===== src/hw/rtl/battery_level_tracker_macros.svh =====
// Assertion macros used by the battery level tracker top level
`ifndef BATTERY_LEVEL_TRACKER_MACROS_SVH
`define BATTERY_LEVEL_TRACKER_MACROS_SVH

// Consequent must hold in the same cycle as the antecedent
`define BLT_ASSERT_NOW(label, clk, rst_n, ante, cons) \
    label: assert property (@(posedge clk) disable iff (!rst_n) (ante) |-> (cons)) \
        else $error("battery level tracker: same-cycle check failed");

// Consequent must hold in the cycle after the antecedent
`define BLT_ASSERT_NEXT(label, clk, rst_n, ante, cons) \
    label: assert property (@(posedge clk) disable iff (!rst_n) (ante) |=> (cons)) \
        else $error("battery level tracker: next-cycle check failed");

`endif


===== src/hw/rtl/blt_pkg.sv =====
// Package: types, codes and constants of the battery level tracker
`default_nettype none

package blt_pkg;

    localparam int MV_BITS_DEF  = 13;
    localparam int HYST_BITS    = 10;
    localparam int STATUS_BITS  = 3;
    localparam int CFG_IDX_BITS = 2;

    typedef enum logic [1:0] {
        LVL_UNKNOWN = 2'd0,
        LVL_LOW     = 2'd1,
        LVL_MEDIUM  = 2'd2,
        LVL_HIGH    = 2'd3
    } level_t;

    localparam logic [CFG_IDX_BITS-1:0] CFG_LOW_THR  = 2'd0;
    localparam logic [CFG_IDX_BITS-1:0] CFG_HIGH_THR = 2'd1;
    localparam logic [CFG_IDX_BITS-1:0] CFG_HYST     = 2'd2;
    localparam logic [CFG_IDX_BITS-1:0] CFG_SHUT_THR = 2'd3;

    localparam int LOW_THR_RESET  = 3400;
    localparam int HIGH_THR_RESET = 3950;
    localparam int HYST_RESET     = 100;
    localparam int SHUT_THR_RESET = 3000;

endpackage

`default_nettype wire


===== src/hw/rtl/blt_in_if.sv =====
// Interface: sample channel of the battery level tracker
`default_nettype none

interface blt_in_if #(
    parameter int MV_BITS = blt_pkg::MV_BITS_DEF
);
    logic               valid;
    logic               ready;
    logic [MV_BITS-1:0] sample_mv;
    logic               charging_now;
    logic               usb_present;

    modport source (output valid, output sample_mv, output charging_now,
                    output usb_present, input ready);
    modport sink   (input valid, input sample_mv, input charging_now,
                    input usb_present, output ready);
endinterface

`default_nettype wire


===== src/hw/rtl/blt_out_if.sv =====
// Interface: result channel of the battery level tracker
`default_nettype none

interface blt_out_if #(
    parameter int MV_BITS = blt_pkg::MV_BITS_DEF
);
    logic                               valid;
    logic                               ready;
    logic [MV_BITS-1:0]                 tracked_mv;
    logic [1:0]                         charge_level;
    logic [blt_pkg::STATUS_BITS-1:0]    status_code;
    logic                               charging_out;
    logic                               usb_out;
    logic                               shutdown_needed;

    modport source (output valid, output tracked_mv, output charge_level,
                    output status_code, output charging_out, output usb_out,
                    output shutdown_needed, input ready);
    modport sink   (input valid, input tracked_mv, input charge_level,
                    input status_code, input charging_out, input usb_out,
                    input shutdown_needed, output ready);
endinterface

`default_nettype wire


===== src/hw/rtl/blt_cfg_regs.sv =====
// Configuration register bank: thresholds and hysteresis band
`default_nettype none

module blt_cfg_regs #(
    parameter int MV_BITS = blt_pkg::MV_BITS_DEF
) (
    input  logic                              clk,
    input  logic                              rst_n,
    input  logic                              wr_en,
    input  logic [blt_pkg::CFG_IDX_BITS-1:0]  index,
    input  logic [MV_BITS-1:0]                wdata,
    output logic [MV_BITS-1:0]                low_thr,
    output logic [MV_BITS-1:0]                high_thr,
    output logic [blt_pkg::HYST_BITS-1:0]     hyst,
    output logic [MV_BITS-1:0]                shut_thr
);
    import blt_pkg::*;

    logic [MV_BITS-1:0]   low_thr_reg;
    logic [MV_BITS-1:0]   high_thr_reg;
    logic [HYST_BITS-1:0] hyst_reg;
    logic [MV_BITS-1:0]   shut_thr_reg;

    always_ff @(posedge clk or negedge rst_n)
    begin
        if (!rst_n)
        begin
            low_thr_reg  <= MV_BITS'(LOW_THR_RESET);
            high_thr_reg <= MV_BITS'(HIGH_THR_RESET);
            hyst_reg     <= HYST_BITS'(HYST_RESET);
            shut_thr_reg <= MV_BITS'(SHUT_THR_RESET);
        end
        else if (wr_en)
        begin
            case (index)
                CFG_LOW_THR:  low_thr_reg  <= wdata;
                CFG_HIGH_THR: high_thr_reg <= wdata;
                CFG_HYST:     hyst_reg     <= wdata[HYST_BITS-1:0];
                CFG_SHUT_THR: shut_thr_reg <= wdata;
                default:      ;
            endcase
        end
    end

    assign low_thr  = low_thr_reg;
    assign high_thr = high_thr_reg;
    assign hyst     = hyst_reg;
    assign shut_thr = shut_thr_reg;

endmodule

`default_nettype wire


===== src/hw/rtl/blt_classify.sv =====
// Voltage tracking, charge-level classification, status and shutdown flag for one sample
`default_nettype none

module blt_classify #(
    parameter int MV_BITS = blt_pkg::MV_BITS_DEF
) (
    input  logic [MV_BITS-1:0]               sample_mv,
    input  logic                             charging,
    input  logic [MV_BITS-1:0]               held_voltage,
    input  blt_pkg::level_t                  held_level,
    input  logic [MV_BITS-1:0]               low_thr,
    input  logic [MV_BITS-1:0]               high_thr,
    input  logic [blt_pkg::HYST_BITS-1:0]    hyst,
    input  logic [MV_BITS-1:0]               shut_thr,
    output logic [MV_BITS-1:0]               voltage,
    output blt_pkg::level_t                  level,
    output logic [blt_pkg::STATUS_BITS-1:0]  status,
    output logic                             shutdown
);
    import blt_pkg::*;

    logic [MV_BITS:0] v_ext;
    logic [MV_BITS:0] low_ext;
    logic [MV_BITS:0] high_ext;
    logic [MV_BITS:0] hyst_ext;
    logic [MV_BITS:0] low_plus;
    logic [MV_BITS:0] high_plus;
    logic [MV_BITS:0] low_minus;
    logic [MV_BITS:0] high_minus;
    logic             below_low_band;
    logic             below_high_band;
    logic             take_sample;
    level_t           plain_level;

    assign take_sample = (held_voltage == '0) || charging || (sample_mv < held_voltage);

    assign v_ext      = {1'b0, voltage};
    assign low_ext    = {1'b0, low_thr};
    assign high_ext   = {1'b0, high_thr};
    assign hyst_ext   = (MV_BITS+1)'(hyst);
    assign low_plus   = low_ext + hyst_ext;
    assign high_plus  = high_ext + hyst_ext;
    assign low_minus  = low_ext - hyst_ext;
    assign high_minus = high_ext - hyst_ext;

    assign below_low_band  = (hyst_ext <= low_ext) && (v_ext <= low_minus);
    assign below_high_band = (hyst_ext <= high_ext) && (v_ext <= high_minus);

    always_comb
    begin
        if (sample_mv == '0)
            voltage = '0;
        else if (take_sample)
            voltage = sample_mv;
        else
            voltage = held_voltage;
    end

    always_comb
    begin
        if (voltage == '0)
            plain_level = LVL_UNKNOWN;
        else if (voltage <= low_thr)
            plain_level = LVL_LOW;
        else if (voltage >= high_thr)
            plain_level = LVL_HIGH;
        else
            plain_level = LVL_MEDIUM;
    end

    always_comb
    begin
        if (sample_mv == '0)
            level = LVL_UNKNOWN;
        else if (!charging)
            level = plain_level;
        else
        begin
            case (held_level)
                LVL_LOW:
                    level = (v_ext >= low_plus) ? LVL_MEDIUM : LVL_LOW;
                LVL_MEDIUM:
                    if (below_low_band)
                        level = LVL_LOW;
                    else if (v_ext >= high_plus)
                        level = LVL_HIGH;
                    else
                        level = LVL_MEDIUM;
                LVL_HIGH:
                    level = below_high_band ? LVL_MEDIUM : LVL_HIGH;
                default:
                    level = plain_level;
            endcase
        end
    end

    assign status   = {charging && (level != LVL_UNKNOWN), level};
    assign shutdown = !charging && (voltage != '0) && (voltage <= shut_thr);

endmodule

`default_nettype wire


===== src/hw/rtl/battery_level_tracker.sv =====
// Top level: battery voltage tracker and charge-level classifier
//
// Samples arrive on the samples channel (valid/ready); each accepted beat
// gives exactly one beat on the results channel, in order. Thresholds and
// the hysteresis band are set through the write port (cfg_wr_en, cfg_index,
// cfg_wdata) while no sample is in flight; writes take effect at once.
// An accepted beat is held in the input register, then the classifier updates
// the tracked voltage and level and loads the result register, whose valid flag
// drives results.valid. One beat is taken every cycle while the result register
// is not stalled by results.ready; the rate is set by the single classify step
// between the input and result registers, which also updates the tracked state.
// When results.ready is low the result register holds its beat and the input
// register still takes one more beat; samples.ready then drops until the
// receiver drains. Reset clears both valid flags, the tracked voltage and the
// level (unknown), and restores the threshold reset values.
`default_nettype none

`include "battery_level_tracker_macros.svh"

module battery_level_tracker #(
    parameter int MV_BITS = blt_pkg::MV_BITS_DEF
) (
    input  logic                              clk,
    input  logic                              rst_n,
    input  logic                              cfg_wr_en,
    input  logic [blt_pkg::CFG_IDX_BITS-1:0]  cfg_index,
    input  logic [MV_BITS-1:0]                cfg_wdata,
    blt_in_if.sink                            samples,
    blt_out_if.source                         results
);
    import blt_pkg::*;

    logic [MV_BITS-1:0]     low_thr;
    logic [MV_BITS-1:0]     high_thr;
    logic [HYST_BITS-1:0]   hyst;
    logic [MV_BITS-1:0]     shut_thr;

    logic                   in_valid_reg;
    logic                   in_valid_next;
    logic [MV_BITS-1:0]     in_sample_reg;
    logic                   in_chg_reg;
    logic                   in_usb_reg;

    logic                   out_valid_reg;
    logic                   out_valid_next;
    logic [MV_BITS-1:0]     res_mv_reg;
    level_t                 res_level_reg;
    logic [STATUS_BITS-1:0] res_status_reg;
    logic                   res_chg_reg;
    logic                   res_usb_reg;
    logic                   res_shut_reg;

    logic [MV_BITS-1:0]     held_voltage_reg;
    logic [MV_BITS-1:0]     held_voltage_next;
    level_t                 held_level_reg;
    level_t                 held_level_next;
    logic [STATUS_BITS-1:0] status_next;
    logic                   shut_next;

    logic                   advance;
    logic                   take_in;

    blt_cfg_regs #(
        .MV_BITS (MV_BITS)
    ) u_cfg (
        .clk      (clk),
        .rst_n    (rst_n),
        .wr_en    (cfg_wr_en),
        .index    (cfg_index),
        .wdata    (cfg_wdata),
        .low_thr  (low_thr),
        .high_thr (high_thr),
        .hyst     (hyst),
        .shut_thr (shut_thr)
    );

    blt_classify #(
        .MV_BITS (MV_BITS)
    ) u_classify (
        .sample_mv    (in_sample_reg),
        .charging     (in_chg_reg),
        .held_voltage (held_voltage_reg),
        .held_level   (held_level_reg),
        .low_thr      (low_thr),
        .high_thr     (high_thr),
        .hyst         (hyst),
        .shut_thr     (shut_thr),
        .voltage      (held_voltage_next),
        .level        (held_level_next),
        .status       (status_next),
        .shutdown     (shut_next)
    );

    assign advance       = in_valid_reg && (!out_valid_reg || results.ready);
    assign samples.ready = !in_valid_reg || advance;
    assign take_in       = samples.valid && samples.ready;

    always_comb
    begin
        if (samples.ready)
            in_valid_next = samples.valid;
        else
            in_valid_next = in_valid_reg;
    end

    always_comb
    begin
        if (advance)
            out_valid_next = 1'b1;
        else if (results.ready)
            out_valid_next = 1'b0;
        else
            out_valid_next = out_valid_reg;
    end

    always_ff @(posedge clk or negedge rst_n)
    begin
        if (!rst_n)
        begin
            in_valid_reg     <= 1'b0;
            out_valid_reg    <= 1'b0;
            held_voltage_reg <= '0;
            held_level_reg   <= LVL_UNKNOWN;
        end
        else
        begin
            in_valid_reg  <= in_valid_next;
            out_valid_reg <= out_valid_next;
            if (advance)
            begin
                held_voltage_reg <= held_voltage_next;
                held_level_reg   <= held_level_next;
            end
        end
    end

    always_ff @(posedge clk)
    begin
        if (take_in)
        begin
            in_sample_reg <= samples.sample_mv;
            in_chg_reg    <= samples.charging_now;
            in_usb_reg    <= samples.usb_present;
        end
        if (advance)
        begin
            res_mv_reg     <= held_voltage_next;
            res_level_reg  <= held_level_next;
            res_status_reg <= status_next;
            res_chg_reg    <= in_chg_reg;
            res_usb_reg    <= in_usb_reg;
            res_shut_reg   <= shut_next;
        end
    end

    assign results.valid           = out_valid_reg;
    assign results.tracked_mv      = res_mv_reg;
    assign results.charge_level    = res_level_reg;
    assign results.status_code     = res_status_reg;
    assign results.charging_out    = res_chg_reg;
    assign results.usb_out         = res_usb_reg;
    assign results.shutdown_needed = res_shut_reg;

    `BLT_ASSERT_NEXT(a_invalid_clears, clk, rst_n, advance && (in_sample_reg == '0), (held_voltage_reg == '0) && (held_level_reg == LVL_UNKNOWN))
    `BLT_ASSERT_NOW(a_level_matches_mv, clk, rst_n, out_valid_reg, (res_mv_reg == '0) == (res_level_reg == LVL_UNKNOWN))
    `BLT_ASSERT_NEXT(a_discharge_no_rise, clk, rst_n, advance && !in_chg_reg && (in_sample_reg != '0) && (held_voltage_reg != '0), held_voltage_reg <= $past(held_voltage_reg))
    `BLT_ASSERT_NOW(a_shutdown_discharging, clk, rst_n, out_valid_reg && res_shut_reg, !res_chg_reg && (res_mv_reg != '0))
    `BLT_ASSERT_NEXT(a_input_held, clk, rst_n, in_valid_reg && !advance, in_valid_reg && $stable(in_sample_reg))

endmodule

`default_nettype wire


===== src/flat_wrapper.sv =====
// flat-port wrapper written by rule: the top's interface ports become plain ports
module battery_level_tracker_flat import blt_pkg::*;
#(
    parameter int MV_BITS = blt_pkg::MV_BITS_DEF
)
  (clk, rst_n, cfg_wr_en, cfg_index, cfg_wdata, samples_valid, samples_sample_mv, samples_charging_now, samples_usb_present, samples_ready, results_valid, results_tracked_mv, results_charge_level, results_status_code, results_charging_out, results_usb_out, results_shutdown_needed, results_ready);
  blt_in_if #(.MV_BITS(MV_BITS)) samples_i ();
  blt_out_if #(.MV_BITS(MV_BITS)) results_i ();
  input  logic clk;
  input  logic rst_n;
  input  logic cfg_wr_en;
  input  logic [blt_pkg::CFG_IDX_BITS-1:0] cfg_index;
  input  logic [MV_BITS-1:0] cfg_wdata;
  input wire logic [$bits(samples_i.valid)-1:0] samples_valid;
  input wire logic [$bits(samples_i.sample_mv)-1:0] samples_sample_mv;
  input wire logic [$bits(samples_i.charging_now)-1:0] samples_charging_now;
  input wire logic [$bits(samples_i.usb_present)-1:0] samples_usb_present;
  output wire logic [$bits(samples_i.ready)-1:0] samples_ready;
  output wire logic [$bits(results_i.valid)-1:0] results_valid;
  output wire logic [$bits(results_i.tracked_mv)-1:0] results_tracked_mv;
  output wire logic [$bits(results_i.charge_level)-1:0] results_charge_level;
  output wire logic [$bits(results_i.status_code)-1:0] results_status_code;
  output wire logic [$bits(results_i.charging_out)-1:0] results_charging_out;
  output wire logic [$bits(results_i.usb_out)-1:0] results_usb_out;
  output wire logic [$bits(results_i.shutdown_needed)-1:0] results_shutdown_needed;
  input wire logic [$bits(results_i.ready)-1:0] results_ready;
  assign samples_i.valid = samples_valid;
  assign samples_i.sample_mv = samples_sample_mv;
  assign samples_i.charging_now = samples_charging_now;
  assign samples_i.usb_present = samples_usb_present;
  assign samples_ready = samples_i.ready;
  assign results_valid = results_i.valid;
  assign results_tracked_mv = results_i.tracked_mv;
  assign results_charge_level = results_i.charge_level;
  assign results_status_code = results_i.status_code;
  assign results_charging_out = results_i.charging_out;
  assign results_usb_out = results_i.usb_out;
  assign results_shutdown_needed = results_i.shutdown_needed;
  assign results_i.ready = results_ready;
  battery_level_tracker #(.MV_BITS(MV_BITS)) u_core (.clk(clk), .rst_n(rst_n), .cfg_wr_en(cfg_wr_en), .cfg_index(cfg_index), .cfg_wdata(cfg_wdata), .samples(samples_i), .results(results_i));
endmodule

===== config.mk =====
export PLATFORM = sky130hd
export DESIGN_NAME = battery_level_tracker_flat
export DESIGN_NICKNAME = d
export VERILOG_FILES = /design/src/hw/rtl/blt_pkg.sv /design/src/hw/rtl/blt_in_if.sv /design/src/hw/rtl/blt_out_if.sv /design/src/hw/rtl/blt_cfg_regs.sv /design/src/hw/rtl/blt_classify.sv /design/src/hw/rtl/battery_level_tracker.sv /design/src/flat_wrapper.sv
export VERILOG_INCLUDE_DIRS = /design/src /design/src/hw/rtl
export SDC_FILE = /design/constraint.sdc
export NUM_CORES = 1
export LEC_CHECK = 0
export ABC_AREA = 1
export BUFFER_PORTS_ARGS = -buffer_cell sky130_fd_sc_hd__buf_2
export CAP_MARGIN = 10
export CORE_ASPECT_RATIO = 1.25
export CORE_MARGIN = 5
export CORE_UTILIZATION = 55
export CTS_CLUSTER_SIZE = 8
export DETAILED_ROUTE_END_ITERATION = 16
export PLACE_DENSITY = 0.77
export SYNTH_ARGS = -nofsm -noshare
export SYNTH_HDL_FRONTEND = slang
export SYNTH_SLANG_ARGS = --single-unit

===== constraint.sdc =====
create_clock -name clk -period 3.9 [get_ports clk]
set_clock_uncertainty 0.05 [all_clocks]
set_input_delay 0.195 -clock clk [delete_from_list [all_inputs] [get_ports clk]]
set_output_delay 0.195 -clock clk [all_outputs]
set_load 0.005 [all_outputs]

==> results.md, run 1 <==
- CP startpoint kind: flip-flop
- Netlist cell types: between 50 and 60
- Leakage: about 5.3 nW
- Max-slew headroom: between 30% and 40%
- Most frequent cells in the layout: nand2_1, inv_1, ha_1, o21ai_0, buf_4
- Post-synth net total: about 1300
- Syn-to-layout area delta: 19.7%
- Final hold violation count: 0
- Root Buffer: clkbuf_16
- Antenna cells: 0
- Critical Path Fanout Max: 4
- Number of global-route vias before repair: between 7000 and 8000
- DRT iter0 DRCs: roughly 520
- Ys async rst share: about two thirds
- Largest net degree at the start of global routing: 38
- Synth warn: 0
- FP Rows: about 50
- Clock Path Buffers: 2
- Cts bufs inserted: 9
- H-tree Lvls: 3
- Starting Density: between 50% and 60%
- Hold Slack: 0.0100 ns
- Vias per cell: between 5 and 6
- Endpoints failing setup: 0
- Global-route wire length before repair: between 30000 and 40000 um
- Die height: between 150 and 200 um
- TritonRoute pass-1 iters: 5
- Final Non-Filler Cells: approximately 1400
- Clock slew seen by the registers of the worst setup and hold paths: about 0.070 ns
- CTS Sinks: 100
- Drt drc: 0
- Worst min-delay path class: input port to flip-flop
- Global route overflow: 0
- Outcome: completed
- Critical path endpoint category: flip-flop
- Ys flop type: dfrtp_1
- Max Cap Viol: 0
- Post-route ant nets: 0
- Yosys reg bits: 100
- PortBufs: 57
- Post-synth EDFFs: 34
- Latest clock arrival within the worst-skew pair: between 0.3 and 0.4 ns
- Worst-Margin Slew: just over 1 ns
- Placed inst area: 9280 um2
- Commonest non-fill, non-tap cell in the layout: nand2_1
- Ports: between 50 and 60
- Mapped Area: 8680 um2
- Vias: ~7800
- Share of cells above drive strength 1: ~22%
- Syn Inst Count: 1107
- RePlAce Congestion: approximately 0.94
- Post-route cell area: 10400 um2
- Nets: about 1400
- Final WL: about 24000 um
- Worst EP required: between 3 and 4 ns
- Max Clock Freq: around 0.27 GHz
- Pwr per Cell Area: about 660 nW/um2
- Min cycle time layout: between 3 and 4 ns
- Die ar.: 18400 um2
- DP Wirelength: roughly 19000 um
- DR WL/cell: around 17 um
- Slew Limit Fails: 0
- Critical path type: flip-flop to flip-flop
- Setup tns final: 0 ns
- CTS tree: yes
- Worst Path Arrival: ~3.8 ns
- Chip width: between 100 and 150 um
- Seq/Total Area, Yosys: a little under a third
- Synthesized area per cell: just under 8 um2
- Period utilisation layout: 95.6%
- VDD IR max: about 0.3 mV
- Core area: about 16000 um2
- Total Routing Usage GR: a little over a quarter
- Dpl cells: around 1400
- Initial antenna violation count: 0
## worst max-delay path, cell delays in order, from the launching register on
cell      delay, ns
dfrtp_1        0.36
buf_4          0.14
ha_1           0.15
inv_2          0.06
fa_2           0.41
nand3_2        0.10
nand3_4        0.09
a21oi_4        0.19
o21ai_2        0.10
a21boi_2       0.22
nand2_1        0.09
xor2_1         0.15
ha_1           0.33
nand4_1        0.17
nor4_4         0.35
a21oi_2        0.06
nand2_1        0.08
nand2_2        0.06
nand2_1        0.08
nand3_2        0.09
nand2_2        0.08
a21oi_1        0.07
## per-stage QoR
step / worst slack [ns] / total power, mW / util, %
finish: 0.170 / 6.89 / 66.7
CTS: 0.00136 / 6.39 / 62.8
global route: -0.0551 / 7.50 / 66.7
global placement: -0.0216 / 5.27 / 59.6
detailed placement: -0.138 / 5.35 / 59.6
floorplan: 0.522 / 4.20 / -
## final timing paths
path	startpoint	end	slack [ns]	cells after the start
worst min register to register	u_core.in_usb_reg	u_core.results.usb_out	0.37	0
worst max register to register	u_core.u_cfg.hyst[0]	u_core.results.status_code[0]	0.17	21
min in group asynchronous	rst_n	u_core.u_cfg.hyst[9]	0.38	2
worst min-delay path	samples_valid	u_core.in_valid_reg	0.01	3
max in group asynchronous	rst_n	u_core.u_cfg.high_thr[8]	2.46	3
worst max-delay path	u_core.u_cfg.hyst[0]	u_core.results.status_code[0]	0.17	21
## metal layers
metal | track usage (%) | up-vias | wire length (um)
met5 | 0 | - | 0
met3 | 3.27 | 60 | 938
li1 | - | 3894 | -
met4 | 12.7 | 0 | 1150
met2 | 48.0 | 216 | 12500
met1 | 30.2 | 3671 | 9930
## kinds of logic after synthesis
| logic type | count (synthesis) | synth area share (%) |
|---|---|---|
| AO/OA/AOI/OAI | 201 | 13.2 |
| XOR/XNOR | 42 | 4.24 |
| adder cells (fa/ha/maj) | 147 | 21.5 |
| buffers and inverters | 224 | 10.4 |
| flip-flops | 100 | 31.1 |
| AND/OR/NAND/NOR | 393 | 19.4 |
## power breakdown
group / leakage, nW / switching, mW / internal (mW)
logic: 4.07 / 2.57 / 1.75
clock network: 0.152 / 0.418 / 0.566
registers: 1.09 / 0.210 / 1.37
## Yosys cell counts (3+ instances only)
master | n | area, um2
a211oi_1 | 3 | 22.5
a21o_1 | 3 | 22.5
a21oi_1 | 63 | 315
a21oi_2 | 3 | 26.3
a221oi_1 | 3 | 26.3
a31oi_1 | 5 | 31.3
buf_2 | 7 | 35.0
buf_4 | 9 | 67.6
buf_6 | 3 | 33.8
clkbuf_1 | 10 | 37.5
dfrtp_1 | 42 | 1050
dfstp_2 | 24 | 631
edfxtp_1 | 34 | 1020
fa_1 | 4 | 80.1
ha_1 | 143 | 1790
inv_1 | 180 | 676
inv_2 | 14 | 52.6
nand2_1 | 235 | 882
nand2_2 | 5 | 31.3
nand3_1 | 43 | 215
nand4_1 | 15 | 93.8
nor2_1 | 62 | 233
nor2_2 | 5 | 31.3
nor3_1 | 13 | 65.1
nor4_1 | 6 | 37.5
o21ai_0 | 89 | 445
o21ai_1 | 7 | 35.0
o21bai_1 | 6 | 45.0
xnor2_1 | 3 | 26.3
xor2_1 | 39 | 342
## layout make-up
| cell class | count | area (um2) |
|---|---|---|
| clock buffers | 9 | 225 |
| clock inverters | 7 | 97.6 |
| fillers | 1313 | 5180 |
| inverters | 195 | 736 |
| multi-input cells | 783 | 5370 |
| flip-flops and latches | 100 | 2710 |
| well taps | 212 | 265 |
| repair buffers | 143 | 986 |
## repair_timing
action / CTS / global route
hold buffers: 16 / 0
endpoints found under the hold margin: 37 / 0
pin swaps: 1 / 16
buffers inserted: 1 / 40
setup endpoints to repair: 3 / 5
gates resized for setup: 9 / 84
cloned: 0 / 0
Power figures use the tool's default switching activity.
==> run 2, diff against run 1 <==
- CORE_UTILIZATION: 55 -> 60
- PLACE_DENSITY: 0.77 -> 0.83
==> results.md, run 2 (same netlist as run 1, synthesis figures left out) <==
- Global-route wire length before repair: 37800 um (+1.3%)
- Worst-path cell chain: ha_1, nand4_1, o221ai_2, nand4_1, nand3_1, nand2_2, buf_6, o21ai_0, inv_2, buf_4, ha_1, nand2_1, inv_1, o2111ai_1, nand3_1, nand3_1, nand4_2, nand2_1, nand2_1, nand3_1, inv_1
- Top delay family on crit path: simple AND/OR/NAND/NOR gates
- FP Rows: 49 (-3.9%)
- Final WL: 24100 um (-1.8%)
- CP Buf/Inv Count: 5 (+3)
- Global route overflow: 0 (unchanged)
- Int Pwr: 3.62 mW (-1.8%)
- RePlAce Congestion: 1.00 (+6.5%)
- Root Buffer: clkbuf_16
- Vias: 7914 (+0.93%)
- Min cycle time layout: 3.80 ns (+0.0689 ns)
- Period utilisation layout: 97.4% (+1.8 points)
- Number of global-route vias before repair: 7704 (+0.69%)
- Final hold violation count: 0 (unchanged)
- Syn-to-layout area delta: 17.3%
- Hold Path Origin: samples_valid
- Most frequent cells in the layout: nand2_1, inv_1, ha_1, o21ai_0, buf_4
- Worst Path Arrival: 3.87 ns (+0.08 ns)
- Core area: 14300 um2 (-8.3%)
- Switching Share: 46.3% (-0.12 points)
- Ports: 58 (unchanged)
- Pwr per Cell Area: 663 nW/um2 (about the same)
- Cts bufs inserted: 9 (unchanged)
- Max Clock Freq: 0.263 GHz (-1.8%)
- Leakage: 5.26 nW (-0.98%)
- Commonest non-fill, non-tap cell in the layout: nand2_1
- Initial antenna violation count: 0 (unchanged)
- TritonRoute pass-1 iters: 5 (unchanged)
- CTS tree: yes
- H-tree Lvls: 3 (unchanged)
- VDD IR max: 0.441 mV (+47%)
- Clock share of power: 14.5% (+0.2 points)
- PortBufs: 57 (unchanged)
- Slew Limit Fails: 0 (unchanged)
- Unrepaired setup endpoints after global routing: true
- Clock slew seen by the registers of the worst setup and hold paths: 0.07 ns (about the same)
- Worst Setup SP: u_core.in_sample_reg[2]
- CP startpoint kind: flip-flop
- Filler Cell Count: 1139 (-13%)
- Area of the multi-input gates: 5280 um2 (-1.7%)
- DP Wirelength: 18800 um (-1.4%)
- Drt drc: 0 (unchanged)
- Share of cells above drive strength 1: 19.9% (-2.2 points)
- Sequential share of power: 23.2% (+0.3 points)
- Hold Slack: 0.0155 ns (+0.00549 ns)
- Antenna cells: 0 (unchanged)
- Nets: 1406 (-0.57%)
- Critical Path Fanout Max: 20 (+16)
- Dpl ws: 0.0236 ns (+0.161 ns)
- R2R Path Start: u_core.in_sample_reg[2]
- Critical path endpoint category: flip-flop
- Max-slew headroom: 31.4% (-0.34 points)
- Vias per cell: 5.62 (+3.9%)
- Slowest CP cell: edfxtp_1
- Die height: 144 um (-4.0%)
- Outcome: completed
- Sw Pwr: 3.13 mW (-2.3%)
- Post-route ant nets: 0 (unchanged)
- CTS Sinks: 100 (unchanged)
- Register area: 2700 um2 (about the same)
- CP dominant cell by count: nand3_1
- Setup tns final: 0 ns (unchanged)
- Max Cap Viol: 0 (unchanged)
- Critical path type: flip-flop to flip-flop
- Logic pwr share: 62.3% (-0.5 points)
- Slowest stage delay, CP: 0.40 ns (about the same)
- Core Util, Final: 71.3% (+4.5 points)
- Largest net degree at the start of global routing: 40 (+5.3%)
- Clock Path Buffers: 2 (unchanged)
- DR WL/cell: 17.1 um (+1.1%)
- Die ar.: 17000 um2 (-7.7%)
- Worst EP required: 3.98 ns (+0.02 ns)
- Worst-Margin Slew: 1.03 ns (+0.00512 ns)
- Power consumption: 6.75 mW (-2.0%)
- Starting Density: 60.8% (+5.0 points)
- Latest clock arrival within the worst-skew pair: 0.36 ns (about the same)
- Chip width: 118 um (-3.9%)
- Worst min-delay path class: input port to flip-flop
- Setup WS post-layout: 0.101 ns (-0.0689 ns)
- Endpoints failing setup: 0 (unchanged)
- Total Routing Usage GR: 28.1% (+1.8 points)
- DRT iter0 DRCs: 578 (+10%)
==> run 2: cell count changes in the layout (fill, tap and decap cells not counted), moves of 2 or more <==
cell,before,now
o21ai_2,10,5
o21ai_1,11,13
inv_1,166,170
buf_4,67,61
nor2_2,9,7
ha_4,10,7
o21ai_0,76,80
inv_2,27,23
a21oi_1,56,58
nor2_1,58,60
a21oi_2,9,6
ha_1,131,134
==> run 2: timing repair <==
action	CTS	global route
pin swaps	0	16
setup endpoints to repair	1	5
endpoints found under the hold margin	36	0
resized for setup	1	59
hold buffers	16	0
buffers inserted	0	20
==> run 2: path summary, 6_finish.rpt <==
path	slack (ns)	endpoint	cells past startpoint
max	0.10	u_core.results.status_code[1]	21
min	0.02	u_core.in_valid_reg	3
max reg2reg	0.10	u_core.results.status_code[1]	21
min reg2reg	0.37	u_core.results.usb_out	0
max in group asynchronous	2.47	u_core.u_cfg.high_thr[2]	3
min in group asynchronous	0.36	u_core.u_cfg.high_thr[12]	2
==> run 2: per-layer routing <==
| layer | global-route usage (%) | vias to the layer above | wire length, um |
|---|---|---|---|
| li1 | - | 3875 | - |
| met1 | 31.7 | 3721 | 9460 |
| met2 | 51.3 | 239 | 12200 |
| met3 | 3.09 | 79 | 1050 |
| met4 | 17.2 | 0 | 1320 |
| met5 | 0 | - | 0 |
==> run 2: power by group through the flow <==
stage          combinational (mW)  clock, mW  sequential, mW
2_1_floorplan                2.67          0            1.53
3_3_place_gp                 3.72          0            1.56
3_5_place_dp                 3.80          0            1.57
4_1_cts                      3.86      0.992            1.55
5_1_grt                      4.73       1.03            1.59
6_report                     4.20      0.981            1.56
==> run 2: worst reg2reg max path: stages, from the launching register on <==
cell	delay, ns
edfxtp_1	0.40
ha_1	0.34
nand4_1	0.13
o221ai_2	0.17
nand4_1	0.11
nand3_1	0.10
nand2_2	0.07
buf_6	0.17
o21ai_0	0.26
inv_2	0.16
buf_4	0.17
ha_1	0.30
nand2_1	0.18
inv_1	0.09
o2111ai_1	0.09
nand3_1	0.22
nand3_1	0.17
nand4_2	0.13
nand2_1	0.08
nand2_1	0.04
nand3_1	0.09
inv_1	0.05
==> run 2: area by class of cell <==
cell class	count	share of cell area, %
Sequential cell	100	26.6
Multi-Input combinational cell	783	51.9
Timing Repair Buffer	135	8.99
Clock inverter	7	0.959
Clock buffer	9	2.21
Tap cell	178	2.19
Inverter	195	7.23
==> run 2: per-stage QoR <==
stage               cells  cell area (um2)
floorplan            1107             8680
global placement     1355             9330
detailed placement   1355             9330
CTS                  1387             9820
global route         1407            10200
finish               1407            10200
